**config.mk**
```make
export PLATFORM = sky130hd
export DESIGN_NAME = tlb_multi_page_mapper_unit
export DESIGN_NICKNAME = d
export VERILOG_FILES = /design/src/rtl/tlbmpm_pkg.sv /design/src/rtl/tlbmpm_ctrl.sv /design/src/rtl/tlbmpm_dp.sv /design/src/rtl/tlb_multi_page_mapper_unit.sv
export SDC_FILE = /design/constraint.sdc
export NUM_CORES = 1
export LEC_CHECK = 0
export ABC_AREA = 1
export ABC_CLOCK_PERIOD_IN_PS = 15100
export BUFFER_PORTS_ARGS = -buffer_cell sky130_fd_sc_hd__buf_2
export CAP_MARGIN = 30
export CORE_ASPECT_RATIO = 0.75
export CORE_UTILIZATION = 30
export DETAILED_ROUTE_END_ITERATION = 6
export GPL_TIMING_DRIVEN = 0
export PLACE_DENSITY_LB_ADDON = 0.15
export SLEW_MARGIN = 20
export SYNTH_ARGS = -nofsm -noshare
export SYNTH_HDL_FRONTEND = slang
export SYNTH_SLANG_ARGS = --single-unit
```
**constraint.sdc**
```tcl
create_clock -name aclk -period 15.1 [get_ports aclk]
set_clock_uncertainty 0.15 [all_clocks]
set_input_delay 3.02 -clock aclk [delete_from_list [all_inputs] [get_ports aclk]]
set_output_delay 3.02 -clock aclk [all_outputs]
set_load 0.01 [all_outputs]
```
**src/rtl/tlbmpm_pkg.sv**
```systemverilog
// shared types and constants for the tlb multi page mapper
// no dependencies; imported by the controller, datapath and top level
package tlbmpm_pkg;

    localparam int unsigned IN_W      = 80;   // 78 payload bits padded to bytes
    localparam int unsigned OUT_W     = 120;  // 115 payload bits padded to bytes
    localparam int unsigned RES_W     = 115;
    localparam int unsigned ADDR_W    = 32;
    localparam int unsigned IDX_W     = 6;
    localparam int unsigned CNT_W     = 6;

    localparam logic [4:0]        MAX_PAGES  = 5'd31;
    localparam logic [ADDR_W-1:0] BASE_PAGE  = 32'h0000_1000;
    localparam logic [CNT_W-1:0]  ENTRY_CAP  = 6'd32;
    localparam logic [3:0]        MAX_MODE   = 4'd7;

    typedef enum logic [1:0] {
        ERR_NONE       = 2'd0,
        ERR_MISALIGNED = 2'd1,
        ERR_BAD_MODE   = 2'd2
    } err_t;

    typedef enum logic {
        ST_IDLE = 1'b0,
        ST_RUN  = 1'b1
    } state_t;

    typedef enum logic [2:0] {
        K_ERROR,
        K_ODD_ONLY,
        K_PAIR,
        K_EVEN_ONLY,
        K_EMPTY
    } kind_t;

    // first member sits in the top bits
    typedef struct packed {
        logic [IDX_W-1:0]  next_index;
        err_t              error_code;
        logic              has_entry;
        logic              odd_valid;
        logic [ADDR_W-1:0] odd_paddr;
        logic              even_valid;
        logic [ADDR_W-1:0] even_paddr;
        logic [ADDR_W-1:0] entry_vaddr;
        logic [1:0]        mask_code;
        logic [IDX_W-1:0]  entry_index;
    } result_t;

    typedef struct packed {
        logic load;
        logic step;
    } cmd_t;

    typedef struct packed {
        logic out_free;
        logic final_step;
    } status_t;

endpackage

```
**src/rtl/tlbmpm_ctrl.sv**
```systemverilog
// sequencing state machine for the tlb multi page mapper
// depends on tlbmpm_pkg; drives load and step commands to tlbmpm_dp
module tlbmpm_ctrl (
    input  logic                aclk,
    input  logic                aresetn,
    input  logic                s_tvalid,
    output logic                s_tready,
    output tlbmpm_pkg::cmd_t    cmd,
    input  tlbmpm_pkg::status_t status
);
    import tlbmpm_pkg::*;

    state_t state_reg, state_next;

    always_ff @(posedge aclk) begin
        if (!aresetn) begin
            state_reg <= ST_IDLE;
        end else begin
            state_reg <= state_next;
        end
    end

    always_comb begin
        state_next = state_reg;
        unique case (state_reg)
            ST_IDLE: begin
                if (s_tvalid) begin
                    state_next = ST_RUN;
                end
            end
            ST_RUN: begin
                if (status.out_free && status.final_step) begin
                    state_next = ST_IDLE;
                end
            end
            default: state_next = ST_IDLE;
        endcase
    end

    always_comb begin
        s_tready  = 1'b0;
        cmd.load  = 1'b0;
        cmd.step  = 1'b0;
        unique case (state_reg)
            ST_IDLE: begin
                // no item is taken while reset is held
                s_tready = aresetn;
                cmd.load = s_tvalid && aresetn;
            end
            ST_RUN: begin
                cmd.step = status.out_free;
            end
            default: begin
                s_tready = 1'b0;
            end
        endcase
    end

endmodule

```
**src/rtl/tlbmpm_dp.sv**
```systemverilog
// request registers, entry generation and output register of the mapper
// depends on tlbmpm_pkg; commanded by tlbmpm_ctrl
module tlbmpm_dp (
    input  logic                          aclk,
    input  logic                          aresetn,
    input  logic [tlbmpm_pkg::IN_W-1:0]   s_tdata,
    input  tlbmpm_pkg::cmd_t              cmd,
    output tlbmpm_pkg::status_t           status,
    output logic                          m_tvalid,
    input  logic                          m_tready,
    output logic [tlbmpm_pkg::OUT_W-1:0]  m_tdata,
    output logic                          m_tlast
);
    import tlbmpm_pkg::*;

    // input fields
    logic [4:0]        in_start;
    logic [3:0]        in_mode;
    logic [4:0]        in_count;
    logic [ADDR_W-1:0] in_va;
    logic [ADDR_W-1:0] in_pa;

    assign in_start = s_tdata[4:0];
    assign in_mode  = s_tdata[8:5];
    assign in_count = s_tdata[13:9];
    assign in_va    = s_tdata[45:14];
    assign in_pa    = s_tdata[77:46];

    // request state
    logic [4:0]        start_reg;
    logic [IDX_W-1:0]  idx_reg,  idx_next;
    logic [1:0]        mcode_reg;
    err_t              err_reg;
    logic [ADDR_W-1:0] va_reg,   va_next;
    logic [ADDR_W-1:0] pa_reg,   pa_next;
    logic [ADDR_W-1:0] size_reg;
    logic [CNT_W-1:0]  cnt_reg,  cnt_next;
    logic [CNT_W-1:0]  k_reg,    k_next;
    logic              odd_first_reg;

    // setup decode
    logic [ADDR_W-1:0] size_full;
    logic [ADDR_W-1:0] size_eff;
    logic [4:0]        cnt_sat;
    logic [CNT_W-1:0]  cnt_eff;
    logic              misaligned;
    err_t              err_load;

    always_comb begin
        size_full  = BASE_PAGE << in_mode;
        misaligned = |((in_va | in_pa) & (size_full - 32'd1));
        if (misaligned) begin
            err_load = ERR_MISALIGNED;
        end else if (in_mode > MAX_MODE) begin
            err_load = ERR_BAD_MODE;
        end else begin
            err_load = ERR_NONE;
        end
        cnt_sat  = (in_count > MAX_PAGES) ? MAX_PAGES : in_count;
        // odd modes split each page in two halves
        size_eff = in_mode[0] ? (size_full >> 1) : size_full;
        cnt_eff  = in_mode[0] ? {cnt_sat, 1'b0} : {1'b0, cnt_sat};
    end

    // per-step entry generation
    kind_t   kind;
    result_t res;
    logic    last_now;

    always_comb begin
        priority if (err_reg != ERR_NONE) begin
            kind = K_ERROR;
        end else if (odd_first_reg) begin
            kind = K_ODD_ONLY;
        end else if (cnt_reg >= 6'd2 && k_reg < ENTRY_CAP) begin
            kind = K_PAIR;
        end else if (cnt_reg != 6'd0 && k_reg < ENTRY_CAP) begin
            kind = K_EVEN_ONLY;
        end else begin
            kind = K_EMPTY;
        end
    end

    always_comb begin
        res          = '0;
        res.error_code = ERR_NONE;
        idx_next     = idx_reg;
        va_next      = va_reg;
        pa_next      = pa_reg;
        cnt_next     = cnt_reg;
        k_next       = k_reg;
        unique case (kind)
            K_ERROR: begin
                res.error_code = err_reg;
                res.next_index = {1'b0, start_reg};
            end
            K_EMPTY: begin
                res.next_index = {1'b0, start_reg};
            end
            K_ODD_ONLY: begin
                res.odd_paddr = pa_reg;
                res.odd_valid = 1'b1;
                va_next       = va_reg + size_reg;
                pa_next       = pa_reg + size_reg;
                cnt_next      = cnt_reg - 6'd1;
            end
            K_PAIR: begin
                res.even_paddr = pa_reg;
                res.even_valid = 1'b1;
                res.odd_paddr  = pa_reg + size_reg;
                res.odd_valid  = 1'b1;
                va_next        = va_reg + (size_reg << 1);
                pa_next        = pa_reg + (size_reg << 1);
                cnt_next       = cnt_reg - 6'd2;
            end
            K_EVEN_ONLY: begin
                res.even_paddr = pa_reg;
                res.even_valid = 1'b1;
                cnt_next       = cnt_reg - 6'd1;
            end
            default: begin
                res.next_index = {1'b0, start_reg};
            end
        endcase
        if (kind == K_ODD_ONLY || kind == K_PAIR || kind == K_EVEN_ONLY) begin
            res.entry_index = idx_reg;
            res.mask_code   = mcode_reg;
            res.entry_vaddr = va_reg;
            res.has_entry   = 1'b1;
            res.next_index  = idx_reg + 6'd1;
            idx_next        = idx_reg + 6'd1;
            k_next          = k_reg + 6'd1;
            last_now        = !(cnt_next != 6'd0 && k_next < ENTRY_CAP);
        end else begin
            last_now        = 1'b1;
        end
    end

    always_ff @(posedge aclk) begin
        if (cmd.load) begin
            start_reg     <= in_start;
            idx_reg       <= {1'b0, in_start};
            mcode_reg     <= in_mode[2:1];
            err_reg       <= err_load;
            va_reg        <= in_va;
            pa_reg        <= in_pa;
            size_reg      <= size_eff;
            cnt_reg       <= cnt_eff;
            k_reg         <= '0;
            odd_first_reg <= (|(in_va & size_eff)) && (cnt_eff != 6'd0);
        end else if (cmd.step) begin
            idx_reg       <= idx_next;
            va_reg        <= va_next;
            pa_reg        <= pa_next;
            cnt_reg       <= cnt_next;
            k_reg         <= k_next;
            odd_first_reg <= 1'b0;
        end
    end

    // output register
    result_t out_res_reg;
    logic    out_last_reg;
    logic    out_valid_reg;

    always_ff @(posedge aclk) begin
        if (!aresetn) begin
            out_valid_reg <= 1'b0;
        end else if (cmd.step) begin
            out_valid_reg <= 1'b1;
        end else if (m_tready) begin
            out_valid_reg <= 1'b0;
        end
    end

    always_ff @(posedge aclk) begin
        if (cmd.step) begin
            out_res_reg  <= res;
            out_last_reg <= last_now;
        end
    end

    assign status.out_free   = !out_valid_reg || m_tready;
    assign status.final_step = last_now;

    assign m_tvalid = out_valid_reg;
    assign m_tdata  = {{(OUT_W-RES_W){1'b0}}, out_res_reg};
    assign m_tlast  = out_last_reg;

    a_k_bounded : assert property (@(posedge aclk) disable iff (!aresetn)
        cmd.step |-> (k_reg <= ENTRY_CAP))
        else $error("entry counter past its cap");

    a_error_is_last : assert property (@(posedge aclk) disable iff (!aresetn)
        (out_valid_reg && out_res_reg.error_code != ERR_NONE) |-> out_last_reg)
        else $error("error result not marked last");

    a_non_entry_is_last : assert property (@(posedge aclk) disable iff (!aresetn)
        (out_valid_reg && !out_res_reg.has_entry) |-> out_last_reg)
        else $error("non-entry result not marked last");

    a_next_follows : assert property (@(posedge aclk) disable iff (!aresetn)
        (out_valid_reg && out_res_reg.has_entry) |->
            (out_res_reg.next_index == out_res_reg.entry_index + 6'd1))
        else $error("next index does not follow entry index");

endmodule

```
**src/rtl/tlb_multi_page_mapper_unit.sv**
```systemverilog
// tlb multi page mapper: one request in, a run of even/odd tlb entries out
// depends on tlbmpm_pkg, tlbmpm_ctrl and tlbmpm_dp
// first result: registered by the first step after the load
// throughput: a request giving n results (1 to 32) holds the input until its
//   final result is stepped out: a setup step on load, then one result per
//   cycle from the step logic into the output register unless it is stalled
// reset: aresetn (synchronous, active low) returns the sequencer to idle,
//   holds the input not ready and empties the output register; request and
//   payload registers keep old data
module tlb_multi_page_mapper_unit (
    input  logic                          aclk,
    input  logic                          aresetn,
    // request channel
    input  logic                          s_tvalid,
    output logic                          s_tready,
    // start_index[4:0], size_sel[8:5], page_count[13:9],
    // virt_base[45:14], phys_base[77:46], zero pad above
    input  logic [tlbmpm_pkg::IN_W-1:0]   s_tdata,
    // result channel
    output logic                          m_tvalid,
    input  logic                          m_tready,
    // entry_index[5:0], mask_code[7:6], entry_vaddr[39:8], even_paddr[71:40],
    // even_valid[72], odd_paddr[104:73], odd_valid[105], has_entry[106],
    // error_code[108:107], next_index[114:109], zero pad above
    output logic [tlbmpm_pkg::OUT_W-1:0]  m_tdata,
    output logic                          m_tlast     // last result of a request
);
    import tlbmpm_pkg::*;

    cmd_t    cmd;
    status_t status;

    // sequencer: takes a request when idle, then steps until the final result
    tlbmpm_ctrl u_ctrl (
        .aclk     (aclk),
        .aresetn  (aresetn),
        .s_tvalid (s_tvalid),
        .s_tready (s_tready),
        .cmd      (cmd),
        .status   (status)
    );

    // datapath: alignment and mode checks on load, one result per step,
    // output register parting the step logic from the result channel
    tlbmpm_dp u_dp (
        .aclk     (aclk),
        .aresetn  (aresetn),
        .s_tdata  (s_tdata),
        .cmd      (cmd),
        .status   (status),
        .m_tvalid (m_tvalid),
        .m_tready (m_tready),
        .m_tdata  (m_tdata),
        .m_tlast  (m_tlast)
    );

endmodule

```
Word level (Yosys, flattened, before mapping)
Index checks and enable logic that the tools add are counted.
Cells by class
  add/sub/neg operators: 9
  mux-type cells: 36
  bitwise gates (word level): 4
  reduce and logical (&&, ||, !) cells: 28
  eq/ne operators: 3
  shift operators: 1
  order comparisons: 5
Operators with widths (number)
  2-to-1 mux 32 bit: 5
  adder 32 bit: 4
  case mux 32 bit (2 select lines): 2
  case mux 33 bit (2 select lines): 1
  bitwise AND 32 bit: 2
  OR reduction 32 bit: 2
  2-to-1 mux 33 bit: 1
  OR 32 bit: 1
  << shifter 13 x 4 -> 32 bit, first input constant: 1
  subtractor 32 x 1 -> 32 bit, second input constant: 1
  2-to-1 mux 5 bit: 5
  2-to-1 mux 6 bit: 4
  nonzero test 6 bit: 3
  adder 6 x 1 -> 6 bit, second input constant: 2
  less-than comparator 6 bit, second input constant: 2
  2-to-1 mux 3 bit: 4
  case mux 6 bit (2 select lines): 1
  2-to-1 mux 1 bit: 11
  nonzero test 2 bit: 4
  == test 3 x 2 -> 1 bit, second input constant: 2
  greater-or-equal comparator 6 x 2 -> 1 bit, second input constant: 1
  logical AND 1 bit: 6
  AND reduction 2 bit: 3
  subtractor 6 x 1 -> 6 bit, second input constant: 1
  other kinds (13): 17
Word-level totals
  register bits: 242

Longest topological paths before layout
  word-level depth: 16
  gate-level depth with buffers: 15

Cells and area by module
A second synthesis with hierarchy kept.
Unflattened totals
  cells, all modules: 1859
  area, all modules: 14601.5 µm²
Modules (own cells, without submodules)
  tlbmpm_dp: instances 1, area each 14540.2 µm², cells each 1848
  tlbmpm_ctrl: instances 1, area each 61.3 µm², cells each 11

Worst setup path before layout
Ideal clock, no wire load.
  path type: input to register
  start point: input m_tready
  end point: register u_dp.pa_reg[12] (enable)
  library setup time: 0.493 ns
  arrival: 6.099 ns
  stages on the path: 4
  slack: 8.358 ns
  cell sequence: inv_1 -> nand2_1 -> nand2_1 -> o21ai_0
On the way
  longest elaborated chain between the ends: 4
RTL lines
  start, declared: line tlb_multi_page_mapper_unit.sv:21  | input logic m_tready,
  logical OR 1 bit: line tlbmpm_dp.sv:183  | assign status.out_free = !out_valid_reg || m_tready;
  2-to-1 mux 1 bit: line tlbmpm_ctrl.sv:44  | unique case (state_reg)
  nonzero test 2 bit (no source line)
  AND reduction 2 bit (no source line)
  end signal, assigned: line tlbmpm_dp.sv:146  | pa_reg <= in_pa;
  end signal, assigned: line tlbmpm_dp.sv:154  | pa_reg <= pa_next;
  end, declared: line tlbmpm_dp.sv:35  | logic [ADDR_W-1:0] pa_reg, pa_next;
Every way passes these cells.
A chain may end at the register's enable or synchronous reset.

Worst setup path after layout
  start point: input aresetn
  end point: output s_tready
On the way
  longest elaborated chain between the ends: 1
RTL lines
  start, declared: line tlb_multi_page_mapper_unit.sv:12  | input logic aresetn,
  2-to-1 mux 1 bit: line tlbmpm_ctrl.sv:44
  end, declared: line tlb_multi_page_mapper_unit.sv:15  | output logic s_tready,
Every way passes these cells.

==> results.sh <==
export IMPL_slowest_stage="buf_2"
export IMPL_ys_warnings_count=0
export IMPL_yosys_cell_types_count=54
export IMPL_largest_register_ffs=115
export IMPL_worst_setup_path_start_kind="primary input"
export IMPL_clk_root_buf="clkbuf_16"
export IMPL_setup_worst_path_class="primary input to output port"
export IMPL_initial_utilization_pct=30.5
export IMPL_standard_cell_row_count=69
export IMPL_worst_pin_slew_ps=969
export IMPL_cts_hold_buf=0
export IMPL_timing_reg2reg_worst_path_depth=14
export IMPL_hold_end="u_dp.k_reg[2]"
export IMPL_share_clk_of_total_power_pct=37.0
export IMPL_post_drt_wl_per_cell_um=20.1
export IMPL_path_category_of_the_worst_min_delay_check="register to register"
export IMPL_crit_required_ps=11930
export IMPL_r2r_start="u_dp.size_reg[12]"
export IMPL_clkLatencyLatePin_ps=560
export IMPL_reg2reg_slack_ps=11570
export IMPL_area_growth_syn_to_layout_pct=20.4
export IMPL_hold_viol_final=0
export IMPL_switching_power_of_the_nets_uw=612
export IMPL_cpMostUsedCell="buf_2"
export IMPL_intPower_uw=1310
export IMPL_core_region_area_um2=47500
export IMPL_antenna_found_initial=0
export IMPL_port_buffer_count=199
export IMPL_clkSinkCount=227
export IMPL_critical_path_reg2reg_endpoint="u_dp.va_reg[23]"
export IMPL_routed_via_count=13236
export IMPL_clockBufferDepth=3
export IMPL_cp_cell_sequence="buf_2 > inv_1 > nor2_1 > buf_2"
export IMPL_routed_wirelength_mm=53.9
export IMPL_clk_pin_slew_worst_paths_ps=60
export IMPL_hp_start="u_dp.k_reg[2]"
export IMPL_boundaryPins=207
export IMPL_num_antenna_cells=0
export IMPL_seqPwrFrac_pct=40.6
export IMPL_synthFlopType="edfxtp_1"
export IMPL_fmax_mhz=152
export IMPL_setup_worst_path_end_class="output port"
export IMPL_first_pass_grt_wire_length_mm=78.6
export IMPL_power_density_nw_per_um2=110
export IMPL_critical_path_startpoint="aresetn"
export IMPL_cts_max_level=1
export IMPL_slew_violations=0
export IMPL_grt_use_total_pct=21.5
export IMPL_floorplan_die_height_um=192
export IMPL_synth_edff_count=218
export IMPL_drt_pass1_iterations=6
export IMPL_cts_tree="built"
export IMPL_die_area_um2=49200
export IMPL_n_fill_cell=5027
export IMPL_drcViolationCount=0
export IMPL_critical_path_max_stage_delay_ps=150
export IMPL_post_synth_cell_area_avg_um2=8.12
export IMPL_outcome="finished, final reports clean"
export IMPL_chipWidth_um=256
export IMPL_number_of_vias_per_cell=4.92
export IMPL_timing_slew_headroom_pct=35.4
export IMPL_post_route_cells_drive_above_1_share_pct=14.6
export IMPL_cts_buffers_inserted=27
export IMPL_leakage_uw=0.00811
export IMPL_vdd_ir_drop_max_uv=101
export IMPL_postSynth_asyncResetShare_pct=0
export IMPL_detailed_placement_hpwl_mm=42.7
export IMPL_number_of_nets_in_the_final_layout=2193
export IMPL_critPathMaxFanout=2
export IMPL_post_cts_resized=0
export IMPL_syn_inst_count=1783
export IMPL_finalSetupViolCount=0
export IMPL_combinationalPowerShare_pct=22.4
export IMPL_hold_slack_ps=324
export IMPL_antenna_violating_nets_left=0
export IMPL_drt_first_iter_violations=1031
export IMPL_synthesis_area_um2=14500
export IMPL_place_congestion=0.929
export IMPL_min_period_ps=6570
export IMPL_first_global_vias=12623
export IMPL_sw_frac_of_total_pct=31.8
export IMPL_synth_seq_area_share_pct=46.4
export IMPL_arrival_time_worst_endpoint_ps=3400
export IMPL_max_cap_violations=0
export IMPL_largest_net_degree_at_the_start_of_global_routing=71
export IMPL_totalNegativeSetupSlack_ps=0
export IMPL_unrepaired_setup_endpoints_after_global_routing="no"
export IMPL_grt_overflow_total=0
export IMPL_period_share_pct=43.5
export IMPL_synth_seq_cells=227
export IMPL_cts_setup_buffers=0
export IMPL_timing_hold_worst_path_depth=2
worst max-delay path by stage:
stage / to / slack, ps / cells past startpoint
floorplan: u_dp.pa_reg[12] / 8360 / 4
global placement: u_dp.va_reg[30] / 5500 / 5
detailed placement: s_tready / 8530 / 4
CTS: s_tready / 8530 / 4
global route: s_tready / 8470 / 4
finish: s_tready / 8530 / 4
synth_stat cells, drive strengths merged (12+ instances only):
library cell  number  area, um2
nand4             46        288
inv              249        937
a21oi            105        533
nor2             233        936
clkbuf            21       80.1
edfxtp           218       6550
ha                75        938
xnor2             13        114
buf               26        179
o22ai             12       75.1
nand2            432       1630
nand3b            14        105
xor2              22        193
nor3              17       85.1
nand3            107        541
o21ai            123        616
final cells by class:
class | instances | area, um2 | share of cell area (%)
well taps | 639 | 800 | 4.58
repair buffers | 205 | 1140 | 6.54
flip-flops and latches | 227 | 6730 | 38.6
multi-input cells | 1273 | 6620 | 38.0
plain buffers | 47 | 260 | 1.49
clock buffers | 31 | 711 | 4.08
inverters | 249 | 942 | 5.40
clock inverters | 18 | 236 | 1.36
cells in the final DEF (no fill, tap or decap), types with 17 or more instances in the layout:
cell       netlist  final
clkbuf_16        0     27
nand2_1        430    430
inv_1          245    244
buf_2           11    211
nand3_1        106    106
xor2_1          22     22
clkbuf_1        20     22
o21ai_1         18     18
a21oi_1        103    103
nand4_1         46     46
o21ai_0        105    104
edfxtp_1       218    218
nor2_1         224    224
ha_1            75     75
nor3_1          17     17
stage by stage:
stage / cells / setup slack [ps] / area [um2] / utilization (%) / total power (uW)
floorplan: 1796 / 8360 / 14500 / - / 1060
global placement: 2634 / 5500 / 16300 / 34.4 / 1220
detailed placement: 2640 / 8530 / 16500 / 34.7 / 1220
CTS: 2689 / 8530 / 17400 / 36.7 / 1940
global route: 2689 / 8470 / 17400 / 36.7 / 2020
finish: 2689 / 8530 / 17400 / 36.7 / 1920
per-layer routing:
metal / GRT usage [%] / routed length [um] / vias up
li1: - / - / 6472
met1: 31.0 / 26000 / 6359
met2: 33.7 / 23600 / 359
met3: 4.03 / 3510 / 46
met4: 4.10 / 849 / 0
met5: 0 / 0 / -
kinds of logic after synthesis:
family | after synthesis | share of synthesized area [%]
other | 1 | 0.0259
adder cells (fa/ha/maj) | 79 | 7.03
AO/OA/AOI/OAI | 288 | 11.0
buffers and inverters | 296 | 8.26
AND/OR/NAND/NOR | 857 | 25.1
flip-flops | 227 | 46.4
XOR/XNOR | 35 | 2.12
worst max-delay path: cells and delay by family:
kind / cells / cell delay (ps)
buffers and inverters: 3 / 270
and+or+nand+nor: 1 / 110
power by group through the flow:
stage,registers (uW),logic [uW],clock network [uW]
after global routing,785,482,750
after floorplan,793,268,0
after CTS,780,428,731
after detailed placement,793,426,0
final,781,431,712
after global placement,799,418,0
Note: power is estimated with default switching activity, not from simulation.
